$ cat config.mk
export PLATFORM = sky130hd
export DESIGN_NAME = binary_isolated_pixel_erase
export DESIGN_NICKNAME = d
export VERILOG_FILES = /design/src/sv/ipe_pkg.sv /design/src/sv/ipe_line_buf.sv /design/src/sv/ipe_pos_ctrl.sv /design/src/sv/binary_isolated_pixel_erase.sv
export SDC_FILE = /design/constraint.sdc
export NUM_CORES = 1
export LEC_CHECK = 0
export ABC_AREA = 1
export BUFFER_PORTS_ARGS = -buffer_cell sky130_fd_sc_hd__buf_2
export CELL_PAD_IN_SITES_DETAIL_PLACEMENT = 1
export CELL_PAD_IN_SITES_GLOBAL_PLACEMENT = 1
export CORE_MARGIN = 4
export CORE_UTILIZATION = 35
export CTS_CLUSTER_DIAMETER = 40
export DETAILED_ROUTE_END_ITERATION = 8
export PLACE_DENSITY_LB_ADDON = 0.1
export SLEW_MARGIN = 20
export SYNTH_ARGS = -nofsm -noshare
export SYNTH_HDL_FRONTEND = slang
export SYNTH_SLANG_ARGS = --single-unit
$ cat constraint.sdc
create_clock -name clk -period 8.95 [get_ports clk]
set_input_delay 0.895 -clock clk [delete_from_list [all_inputs] [get_ports clk]]
set_output_delay 0.895 -clock clk [all_outputs]
set_load 0.005 [all_outputs]
$ cat src/sv/ipe_pkg.sv
// ----------------------------------------------------------------------------
// ipe_pkg
// Shared types and constants for the isolated pixel erase block: register
// indexes, item kinds, default image limits and the position flag group.
// ----------------------------------------------------------------------------
`default_nettype none

package ipe_pkg;

	localparam int unsigned MAX_WIDTH_DEF  = 256;
	localparam int unsigned MAX_HEIGHT_DEF = 256;

	localparam int unsigned CFG_W     = 9;
	localparam int unsigned REG_IDX_W = 1;
	localparam int unsigned COORD_W   = 8;

	localparam logic [CFG_W-1:0] WIDTH_RESET  = 9'd256;
	localparam logic [CFG_W-1:0] HEIGHT_RESET = 9'd256;

	typedef enum logic [REG_IDX_W-1:0] {
		REG_IMAGE_WIDTH  = 1'b0,
		REG_IMAGE_HEIGHT = 1'b1
	} reg_idx_t;

	typedef enum logic {
		KIND_PIXEL = 1'b0,
		KIND_FLUSH = 1'b1
	} kind_t;

	typedef struct packed {
		logic flushing;
		logic first_row;
		logic last_col;
		logic has_left;
		logic has_above;
	} pos_flags_t;

endpackage

`default_nettype wire

$ cat src/sv/ipe_line_buf.sv
// ----------------------------------------------------------------------------
// ipe_line_buf
// One-bit line store, one write and one read port, registered read data with
// bypass of a write to the address being read in the same cycle.
// ----------------------------------------------------------------------------
`default_nettype none

module ipe_line_buf #(
	parameter int unsigned DEPTH = ipe_pkg::MAX_WIDTH_DEF
) (
	input  wire logic                     clk,
	input  wire logic                     wr_en,
	input  wire logic [$clog2(DEPTH)-1:0] wr_addr,
	input  wire logic                     wr_data,
	input  wire logic [$clog2(DEPTH)-1:0] rd_addr,
	output logic                          rd_data_q
);

	logic mem [DEPTH];

	always_ff @(posedge clk) begin
		if (wr_en) begin
			mem[wr_addr] <= wr_data;
		end
	end

	always_ff @(posedge clk) begin
		if (wr_en && (wr_addr == rd_addr)) begin
			rd_data_q <= wr_data;
		end else begin
			rd_data_q <= mem[rd_addr];
		end
	end

endmodule

`default_nettype wire

$ cat src/sv/ipe_pos_ctrl.sv
// ----------------------------------------------------------------------------
// ipe_pos_ctrl
// Raster position counters: column and row of the next item, the flush phase
// and the neighbour availability flags derived from them.
// ----------------------------------------------------------------------------
`default_nettype none

module ipe_pos_ctrl #(
	parameter int unsigned MAX_WIDTH  = ipe_pkg::MAX_WIDTH_DEF,
	parameter int unsigned MAX_HEIGHT = ipe_pkg::MAX_HEIGHT_DEF
) (
	input  wire logic                              clk,
	input  wire logic                              arst_n,
	input  wire logic                              step,
	input  wire logic [$clog2(MAX_WIDTH+1)-1:0]    width,
	input  wire logic [$clog2(MAX_HEIGHT+1)-1:0]   height,
	output logic      [$clog2(MAX_WIDTH)-1:0]      col,
	output logic      [$clog2(MAX_WIDTH)-1:0]      col_next,
	output logic      [$clog2(MAX_HEIGHT+1)-1:0]   row,
	output ipe_pkg::pos_flags_t                    flags
);

	localparam int unsigned CW  = $clog2(MAX_WIDTH);
	localparam int unsigned DW  = $clog2(MAX_WIDTH + 1);
	localparam int unsigned DW1 = DW + 1;
	localparam int unsigned RW  = $clog2(MAX_HEIGHT + 1);

	logic [CW-1:0] col_q;
	logic [RW-1:0] row_q;

	always_comb begin
		flags.last_col  = (DW1'(col_q) + DW1'(1)) >= DW1'(width);
		flags.flushing  = row_q >= height;
		flags.first_row = row_q == '0;
		flags.has_above = row_q > RW'(1);
		flags.has_left  = col_q != '0;
	end

	always_comb begin
		if (!step) begin
			col_next = col_q;
		end else if (flags.last_col) begin
			col_next = '0;
		end else begin
			col_next = col_q + CW'(1);
		end
	end

	always_ff @(posedge clk or negedge arst_n) begin
		if (!arst_n) begin
			col_q <= '0;
			row_q <= '0;
		end else if (step) begin
			col_q <= col_next;
			if (flags.last_col) begin
				row_q <= flags.flushing ? '0 : row_q + RW'(1);
			end
		end
	end

	assign col = col_q;
	assign row = row_q;

endmodule

`default_nettype wire

$ cat src/sv/binary_isolated_pixel_erase.sv
// ----------------------------------------------------------------------------
// binary_isolated_pixel_erase
// One in-place raster pass over a binary image that inverts every pixel with
// no 4-neighbour of its own value; results come one row late.
// ----------------------------------------------------------------------------
//  channel  direction  handshake             payload
//  in       sink       in_valid / in_ready   kind, pixel_in
//  out      source     out_valid / out_ready pixel_out, out_column, out_row,
//                                            image_done
//  cfg      sink       cfg_wr_en             cfg_index, cfg_data
//
//  one item per clock sustained while the result is not stalled; an item passes
//  through the input register and its result is held in the result register after that
//  the two line stores give one read and one write per cycle, which sets it
//  reset: 256 x 256 image, position at row 0 column 0; line stores not cleared
//  a stalled result holds the next item in the input register
// ----------------------------------------------------------------------------
`default_nettype none

module binary_isolated_pixel_erase #(
	parameter int unsigned MAX_WIDTH  = ipe_pkg::MAX_WIDTH_DEF,
	parameter int unsigned MAX_HEIGHT = ipe_pkg::MAX_HEIGHT_DEF
) (
	input  wire logic                            clk,
	input  wire logic                            arst_n,
	input  wire logic                            cfg_wr_en,
	input  wire logic [ipe_pkg::REG_IDX_W-1:0]   cfg_index,
	input  wire logic [ipe_pkg::CFG_W-1:0]       cfg_data,
	input  wire logic                            in_valid,
	output logic                                 in_ready,
	input  wire logic                            kind,
	input  wire logic                            pixel_in,
	output logic                                 out_valid,
	input  wire logic                            out_ready,
	output logic                                 pixel_out,
	output logic      [ipe_pkg::COORD_W-1:0]     out_column,
	output logic      [ipe_pkg::COORD_W-1:0]     out_row,
	output logic                                 image_done
);

	localparam int unsigned CW    = $clog2(MAX_WIDTH);
	localparam int unsigned DW    = $clog2(MAX_WIDTH + 1);
	localparam int unsigned RW    = $clog2(MAX_HEIGHT + 1);
	localparam int unsigned CFG_W = ipe_pkg::CFG_W;
	localparam int unsigned WCMP  = (DW > CFG_W) ? DW : CFG_W;
	localparam int unsigned HCMP  = (RW > CFG_W) ? RW : CFG_W;

	// configuration
	logic [CFG_W-1:0] width_q;
	logic [CFG_W-1:0] height_q;
	logic [WCMP-1:0]  width_ext;
	logic [HCMP-1:0]  height_ext;
	logic [DW-1:0]    width_eff;
	logic [RW-1:0]    height_eff;

	// input register
	logic valid_s1;
	logic kind_s1;
	logic pix_s1;

	// position and window
	logic [CW-1:0]       col;
	logic [CW-1:0]       col_next;
	logic [CW-1:0]       right_addr;
	logic [RW-1:0]       row;
	ipe_pkg::pos_flags_t flags;
	logic                cur_q;
	logic                first_q;
	logic                left_q;
	logic                right_rd;
	logic                above_rd;

	// decision
	logic fire_s1;
	logic step;
	logic produce;
	logic same;
	logic fin;
	logic cur_d;

	// result register
	logic                        out_valid_q;
	logic                        pixel_q;
	logic [ipe_pkg::COORD_W-1:0] column_q;
	logic [ipe_pkg::COORD_W-1:0] row_q;
	logic                        done_q;

	always_ff @(posedge clk or negedge arst_n) begin
		if (!arst_n) begin
			width_q  <= ipe_pkg::WIDTH_RESET;
			height_q <= ipe_pkg::HEIGHT_RESET;
		end else if (cfg_wr_en) begin
			if (cfg_index == ipe_pkg::REG_IMAGE_WIDTH) begin
				width_q <= cfg_data;
			end
			if (cfg_index == ipe_pkg::REG_IMAGE_HEIGHT) begin
				height_q <= cfg_data;
			end
		end
	end

	assign width_ext  = WCMP'(width_q);
	assign height_ext = HCMP'(height_q);

	always_comb begin
		if (width_q == '0) begin
			width_eff = DW'(1);
		end else if (width_ext > WCMP'(MAX_WIDTH)) begin
			width_eff = DW'(MAX_WIDTH);
		end else begin
			width_eff = DW'(width_ext);
		end
		if (height_q == '0) begin
			height_eff = RW'(1);
		end else if (height_ext > HCMP'(MAX_HEIGHT)) begin
			height_eff = RW'(MAX_HEIGHT);
		end else begin
			height_eff = RW'(height_ext);
		end
	end

	assign fire_s1  = valid_s1 && (!out_valid_q || out_ready);
	assign in_ready = !valid_s1 || fire_s1;

	always_ff @(posedge clk or negedge arst_n) begin
		if (!arst_n) begin
			valid_s1 <= 1'b0;
		end else if (in_ready) begin
			valid_s1 <= in_valid;
		end
	end

	always_ff @(posedge clk) begin
		if (in_valid && in_ready) begin
			kind_s1 <= kind;
			pix_s1  <= pixel_in;
		end
	end

	ipe_pos_ctrl #(
		.MAX_WIDTH  (MAX_WIDTH),
		.MAX_HEIGHT (MAX_HEIGHT)
	) u_pos (
		.clk      (clk),
		.arst_n   (arst_n),
		.step     (step),
		.width    (width_eff),
		.height   (height_eff),
		.col      (col),
		.col_next (col_next),
		.row      (row),
		.flags    (flags)
	);

	assign step    = fire_s1 && ((kind_s1 == ipe_pkg::KIND_FLUSH) == flags.flushing);
	assign produce = step && !flags.first_row;

	assign right_addr = (col_next == CW'(MAX_WIDTH - 1)) ? '0 : col_next + CW'(1);

	// original values of the pending row, read one column ahead
	ipe_line_buf #(
		.DEPTH (MAX_WIDTH)
	) u_orig_line (
		.clk       (clk),
		.wr_en     (step && !flags.flushing),
		.wr_addr   (col),
		.wr_data   (pix_s1),
		.rd_addr   (right_addr),
		.rd_data_q (right_rd)
	);

	// final values of the row above
	ipe_line_buf #(
		.DEPTH (MAX_WIDTH)
	) u_proc_line (
		.clk       (clk),
		.wr_en     (produce),
		.wr_addr   (col),
		.wr_data   (fin),
		.rd_addr   (col_next),
		.rd_data_q (above_rd)
	);

	always_comb begin
		same = (flags.has_left && (left_q == cur_q))
			|| (!flags.last_col && (right_rd == cur_q))
			|| (flags.has_above && (above_rd == cur_q))
			|| (!flags.flushing && (pix_s1 == cur_q));
		fin = same ? cur_q : !cur_q;
	end

	always_comb begin
		if (!flags.last_col) begin
			cur_d = right_rd;
		end else if (flags.has_left) begin
			cur_d = first_q;
		end else begin
			cur_d = pix_s1;
		end
	end

	always_ff @(posedge clk) begin
		if (step) begin
			cur_q <= cur_d;
			if (!flags.flushing && !flags.has_left) begin
				first_q <= pix_s1;
			end
		end
	end

	always_ff @(posedge clk or negedge arst_n) begin
		if (!arst_n) begin
			left_q <= 1'b0;
		end else if (produce) begin
			left_q <= fin;
		end
	end

	always_ff @(posedge clk or negedge arst_n) begin
		if (!arst_n) begin
			out_valid_q <= 1'b0;
		end else if (fire_s1) begin
			out_valid_q <= produce;
		end else if (out_ready) begin
			out_valid_q <= 1'b0;
		end
	end

	always_ff @(posedge clk) begin
		if (produce) begin
			pixel_q  <= fin;
			column_q <= ipe_pkg::COORD_W'(col);
			row_q    <= ipe_pkg::COORD_W'(row - RW'(1));
			done_q   <= flags.flushing && flags.last_col;
		end
	end

	assign out_valid  = out_valid_q;
	assign pixel_out  = pixel_q;
	assign out_column = column_q;
	assign out_row    = row_q;
	assign image_done = done_q;

	a_end_of_pass: assert property (@(posedge clk) disable iff (!arst_n)
		step && flags.flushing && flags.last_col |=> row == '0 && col == '0)
		else $error("position not back at origin after the last pixel");

	a_col_advance: assert property (@(posedge clk) disable iff (!arst_n)
		step && !flags.last_col |=> col == $past(col) + CW'(1))
		else $error("column did not advance by one");

	a_stall_holds_item: assert property (@(posedge clk) disable iff (!arst_n)
		valid_s1 && out_valid_q && !out_ready |=> valid_s1)
		else $error("item dropped while result stalled");

	a_result_follows: assert property (@(posedge clk) disable iff (!arst_n)
		produce |=> out_valid && out_column == $past(ipe_pkg::COORD_W'(col)))
		else $error("result not registered for processed pixel");

endmodule

`default_nettype wire

## Yosys cells after proc, flatten, opt, wreduce, memory -nomap -nowiden

Memory sizes are Yosys's and may differ from the RTL's. A register that Yosys moved wholly into a read port is not among the register bits.
Cells that the tools add are included.

- Register bits after elaboration: 60
- RAM bits: 512
- Input bits: 17
- Output and inout bits: 20
- Logic and storage cells: 83
- Memories kept: 2

- Add/subtract/negate cells: 5
- Magnitude comparators: 5
- Equality and inequality tests: 6
- Mux-type cells: 17
- Bitwise operators: 1
- Reductions and logical operators: 32

Memory list:

| name | words | bits a word | rd ports | clocked after memory_dff | wr ports | RTL line | text |
|---|---|---|---|---|---|---|---|
| u_orig_line.mem | 256 | 1 | 1 | 1 | 1 | ipe_line_buf.sv:19 | `logic mem [DEPTH];` |
| u_proc_line.mem | 256 | 1 | 1 | 1 | 1 | ipe_line_buf.sv:19 |  |

Operators with widths:

| cell | number |
|---|---|
| 9-bit two-way mux | 5 |
| 9-bit logical NOT | 3 |
| 8-bit two-way mux | 3 |
| 9-bit > comparator, second input constant | 2 |
| 8-bit by 1-bit adder with 8-bit output, second input constant | 2 |
| 1-bit logical AND | 11 |
| 10-bit by 9-bit >= comparator with 1-bit output | 1 |
| 8-bit by 1-bit adder with 9-bit output, second input constant | 1 |
| 9-bit by 1-bit adder with 9-bit output, second input constant | 1 |
| 9-bit >= comparator | 1 |
| 9-bit by 1-bit > comparator with 1-bit output, second input constant | 1 |
| 1-bit two-way mux | 9 |
| 8-bit == test, second input constant | 1 |
| 2-bit AND reduction | 4 |
| 8-bit nonzero test | 1 |
| 8-bit by 1-bit subtractor with 8-bit output, second input constant | 1 |
| 1-bit logical NOT | 7 |
| 1-bit == test | 5 |
| 1-bit logical OR | 5 |
| 2-bit nonzero test | 1 |
| 1-bit inverter | 1 |

## Longest topological paths before layout

- Word-level depth: 10
- Mapped depth: 25
- Gate-level depth less buffers: 24

## By module

From an unflattened synthesis, not the netlist that was laid out.

- Cell total of the unflattened synthesis: 2861
- Area total of the unflattened synthesis: 27471.3 µm²

By module, submodules not included:

| module | instances | cells each | area an instance (µm²) |
|---|---|---|---|
| ipe_line_buf | 2 | 1191 | 11857.6 |
| binary_isolated_pixel_erase | 1 | 237 | 2082.0 |
| ipe_pos_ctrl | 1 | 242 | 1674.1 |

## Worst setup path after synthesis

No wires, ideal clock.

- Kind: reg2reg
- Start point: reg pix_s1
- End point: reg pixel_q, in the netlist pixel_out (data pin)
- Library setup time: 0.775 ns
- Arrival time: 6.605 ns
- Slack: 1.570 ns
- Stages on the path, launching flop included: 7
- Period minus slack after synthesis: 7.380 ns
- Path through: edfxtp_1 -> inv_1 -> nor2_1 -> a21oi_1 -> nand4_1 -> nand2_1 -> inv_1

- Word-level cells in the longest chain between the ends: 4

RTL lines:

| item | RTL line | text |
|---|---|---|
| start: declaration | binary_isolated_pixel_erase.sv:59 | `logic pix_s1;` |
| start signal: assignment | binary_isolated_pixel_erase.sv:136 | `pix_s1 <= pixel_in;` |
| 1-bit == test | binary_isolated_pixel_erase.sv:188 | `\|\| (!flags.flushing && (pix_s1 == cur_q));` |
| 1-bit logical AND | binary_isolated_pixel_erase.sv:188 |  |
| 1-bit logical OR | binary_isolated_pixel_erase.sv:188 |  |
| 1-bit two-way mux | binary_isolated_pixel_erase.sv:189 | `fin = same ? cur_q : !cur_q;` |
| named net fin | binary_isolated_pixel_erase.sv:78 | `logic fin;` |
| end signal: assignment | binary_isolated_pixel_erase.sv:231 | `pixel_q <= fin;` |
| end: declaration | binary_isolated_pixel_erase.sv:83 | `logic pixel_q;` |

The timed path passes the listed nets, and every way through them passes these cells.
A chain may end at the register's enable or synchronous reset.

## Worst setup path after layout

- Start point: reg u_pos.col_q[0], in the netlist u_pos.col[0]
- End point: mem u_proc_line.mem[65] (data pin)

- Word-level cells in the longest chain between the ends: 8
- Elaborated cells on any way between the ends: 10
- Classes of those cells: add/sub (1); order compare (1); mux (1); reduce/logical (7)

RTL lines:

| item | RTL line | text |
|---|---|---|
| start: declaration | ipe_pos_ctrl.sv:28 | `logic [CW-1:0] col_q;` |
| start signal: assignment | ipe_pos_ctrl.sv:54 | `col_q <= col_next;` |
| 8-bit by 1-bit adder with 9-bit output | ipe_pos_ctrl.sv:32 | `flags.last_col = (DW1'(col_q) + DW1'(1)) >= DW1'(width);` |
| 10-bit by 9-bit >= comparator with 1-bit output | ipe_pos_ctrl.sv:32 |  |
| 1-bit logical NOT | - |  |
| 1-bit logical AND | binary_isolated_pixel_erase.sv:186 | `\|\| (!flags.last_col && (right_rd == cur_q))` |
| 1-bit logical OR * | binary_isolated_pixel_erase.sv:186 |  |
| 1-bit logical OR * | binary_isolated_pixel_erase.sv:187 | `\|\| (flags.has_above && (above_rd == cur_q))` |
| 1-bit logical OR * | binary_isolated_pixel_erase.sv:188 |  |
| 1-bit two-way mux * | binary_isolated_pixel_erase.sv:189 |  |
| named net fin | binary_isolated_pixel_erase.sv:78 |  |
| end: declaration | ipe_line_buf.sv:19 |  |

The timed path passes the listed nets; every way through them passes the cells marked *.

==> flow_summary.toml <==
[synth]
synth-seq-cells = 588
synth_ff_type = "edfxtp_1"
syn_nets = 2856
synth_warnings = 0
synth_edf_count = 534
mappedNetlistArea_um2 = 27780
ys_async_sr_fraction = 0.06463
avgSynthCellArea_um2 = 9.881
synth_cells = 2812
ys_types = 52
seq_area_frac_synth = 0.6230

[cts]
clk_latency_ns = 0.65
cts-hold-fix-buffers = 0
post_cts_buffers = 0
clk_pin_slew_worst_paths_ns = 0.06
cts-buffers-inserted = 107
post_cts_resized = 0
numClockSinks = 588
tritoncts = "done"
htreeDepth = 3
cts-root-buf = "clkbuf_16"
cts_buffer_depth = 3

[power]
p_total_mw = 12.40
power.density_nw_per_um2 = 383.2
leakagePower_nw = 11.03
peakVddDrop_uv = 330.8

[drt]
drt-total-wl_mm = 91.99
drcViolationCount = 0
ant_nets = 0
wl_per_cell_um = 23.68
detail_route.vias_per_cell = 5.497
dr.pass1.iters = 5
drtIter0Drc = 1766
vias = 21360

[worst_setup_path]
cp.required_ns = 9.29
regToRegStartpoint = "u_pos.col[0]"
reg2reg_to = "u_proc_line.mem[65]"
crit_path_frequent_cell = "nor2_1"
crit_path_start = "u_pos.col[0]"
path_class = "reg -> reg"
slowest_delay_ns = 0.69
end_kind = "flip-flop"
cp_cell_sequence = "ha_1, inv_1, nor2_1, clkinv_1, buf_4, nor2_1, xor2_1, inv_1, ha_1, nand2_1, nor2_1, a221oi_2, nand3_2, inv_2, nand3_1, nand4_1, nand2_1, inv_6, buf_4"
reg2regPathDepth = 19
crit_arrival_ns = 6.08
r2r_slack_ns = 3.21
crit_slowest_cell = "buf_4"
path_depth = 19
critPathLaunchType = "flip-flop"
critPathTopFamily = "buffers and inverters"
cp-endpoint = "u_proc_line.mem[65]"
cp_num_buf_inv = 7
worst-path-max-fanout = 111

[global_routing]
grt_antenna_before_repair = 0
grt_overflow = 0
grt_max_degree = 259
grt_usage = 0.2184
grt_pass1_vias = 22220
grt_pass1_wl_mm = 138.6

[floorplan]
ioPinCount = 37
die_x_um = 289.8
coreArea_um2 = 78870
initial_core_util = 0.3523
rows = 103
die_h_um = 289.8
design.die.area_um2 = 83960

[timing]
fin_crit_ns = 5.740
finalClockSkew_ns = 0.02620
fmax_mhz = 174.2
period_share = 0.6414
slew_headroom = 0.2340
grt_setup_unrepaired = "false"
tns_ns = 0
drv_slew = 0
setup_viol = 0
hold_viol = 0
layout_setup_ws_ns = 3.210
worst_pin_slew_ns = 1.148

[layout]
multiInputGateArea_um2 = 9079
final_common_cell = "nand2_1"
nFillCells = 8684
final_cell_mix = "661 x nand2_1, 534 x edfxtp_1, 511 x nor3_1"
drive_gt1_frac = 0.1160
instances_no_fill = 3885
nNetsFinal = 2786
syn2layout_area_growth_pct = 16.48
antenna_cells = 0
seqCellArea_um2 = 17320
final_util = 0.4103

[placed_design]
place_ws_ns = 3.244
dp_hpwl_mm = 47.19
dp.cells = 3682
place_congestion = 0.7685
io_buffer_count = 36

[worst_hold_path]
hold_path_class = "in -> async"

[job]
maxCapViolCount = 0

[outcome]
outcome = "completed"
## flip-flops by register name, summed over array words and instances (netlist names), 8 cells and up, named ones only
| register | flops |
|---|---|
| height_ext | 9 |
| u_orig_line.mem | 256 |
| u_proc_line.mem | 256 |
| out_row | 8 |
| u_pos.row | 9 |
| width_ext | 9 |
| u_pos.col | 8 |
| out_column | 8 |
## cell usage after synthesis, drive strengths merged, types with 4 or more instances
master	count	share of area
nand2	679	0.093
edfxtp	534	0.58
nand3	521	0.095
nor3	512	0.092
buf	133	0.025
clkbuf	129	0.017
inv	79	0.011
nor2	48	0.0073
o21ai	39	0.0084
dfrtp	36	0.032
ha	27	0.012
a21oi	16	0.0029
dfxtp	16	0.012
xor2	9	0.0028
nand4	5	0.0017
nor4	4	0.00090
## per-layer routing
metal	share of wire	GRT usage	vias up
met5	0	0	-
met4	0.020	0.06056	0
met3	0.050	0.03137	126
met2	0.48	0.3624	465
met1	0.45	0.3005	10950
li1	-	-	9814
## logic make-up after synthesis
kind of cell | synth area share
buffers and inverters | 0.05422
adders and majority gates | 0.01216
DFF | 0.6230
xor gates and xnor gates | 0.003783
and+or+nand+nor | 0.2922
AOI/OAI and AO/OA | 0.01468
## power breakdown
part | total, mW | internal, mW | switching (mW) | leakage [nW]
clock | 4.18 | 2.71 | 1.46 | 1.79
sequential | 3.90 | 3.72 | 0.178 | 5.41
combinational | 4.33 | 0.906 | 3.42 | 3.83
## final cells by class
class                      instances  share of cell area
clock inverter                    80             0.02803
timing repair buffer              83             0.01786
tap                             1050             0.04060
inverter                          82             0.01040
clock buffer                     122             0.08742
sequential                       588              0.5352
multi-input combinational       1880              0.2805
## worst min-delay path by stage
stage,from,endpoint,slack (ns),depth (start not counted)
6_report,arst_n,left_q,0.39,1
5_1_grt,kind,kind_s1,0.42,1
4_1_cts,arst_n,valid_s1,0.40,1
3_5_place_dp,width_ext[8],width_ext[8],0.50,2
3_3_place_gp,height_ext[8],height_ext[8],0.49,2
2_1_floorplan,u_pos.col[2],out_column[2],0.42,0
## stage by stage
| stage | cell area (um^2) | hold slack, ns |
|---|---|---|
| 3_5_place_dp | 28600 | 0.4972 |
| 5_1_grt | 32360 | 0.4151 |
| 6_report | 32360 | 0.3912 |
| 4_1_cts | 32330 | 0.3954 |
| 2_1_floorplan | 27780 | 0.4196 |
| 3_3_place_gp | 28590 | 0.4862 |
Note: power is estimated with default switching activity, not from simulation.
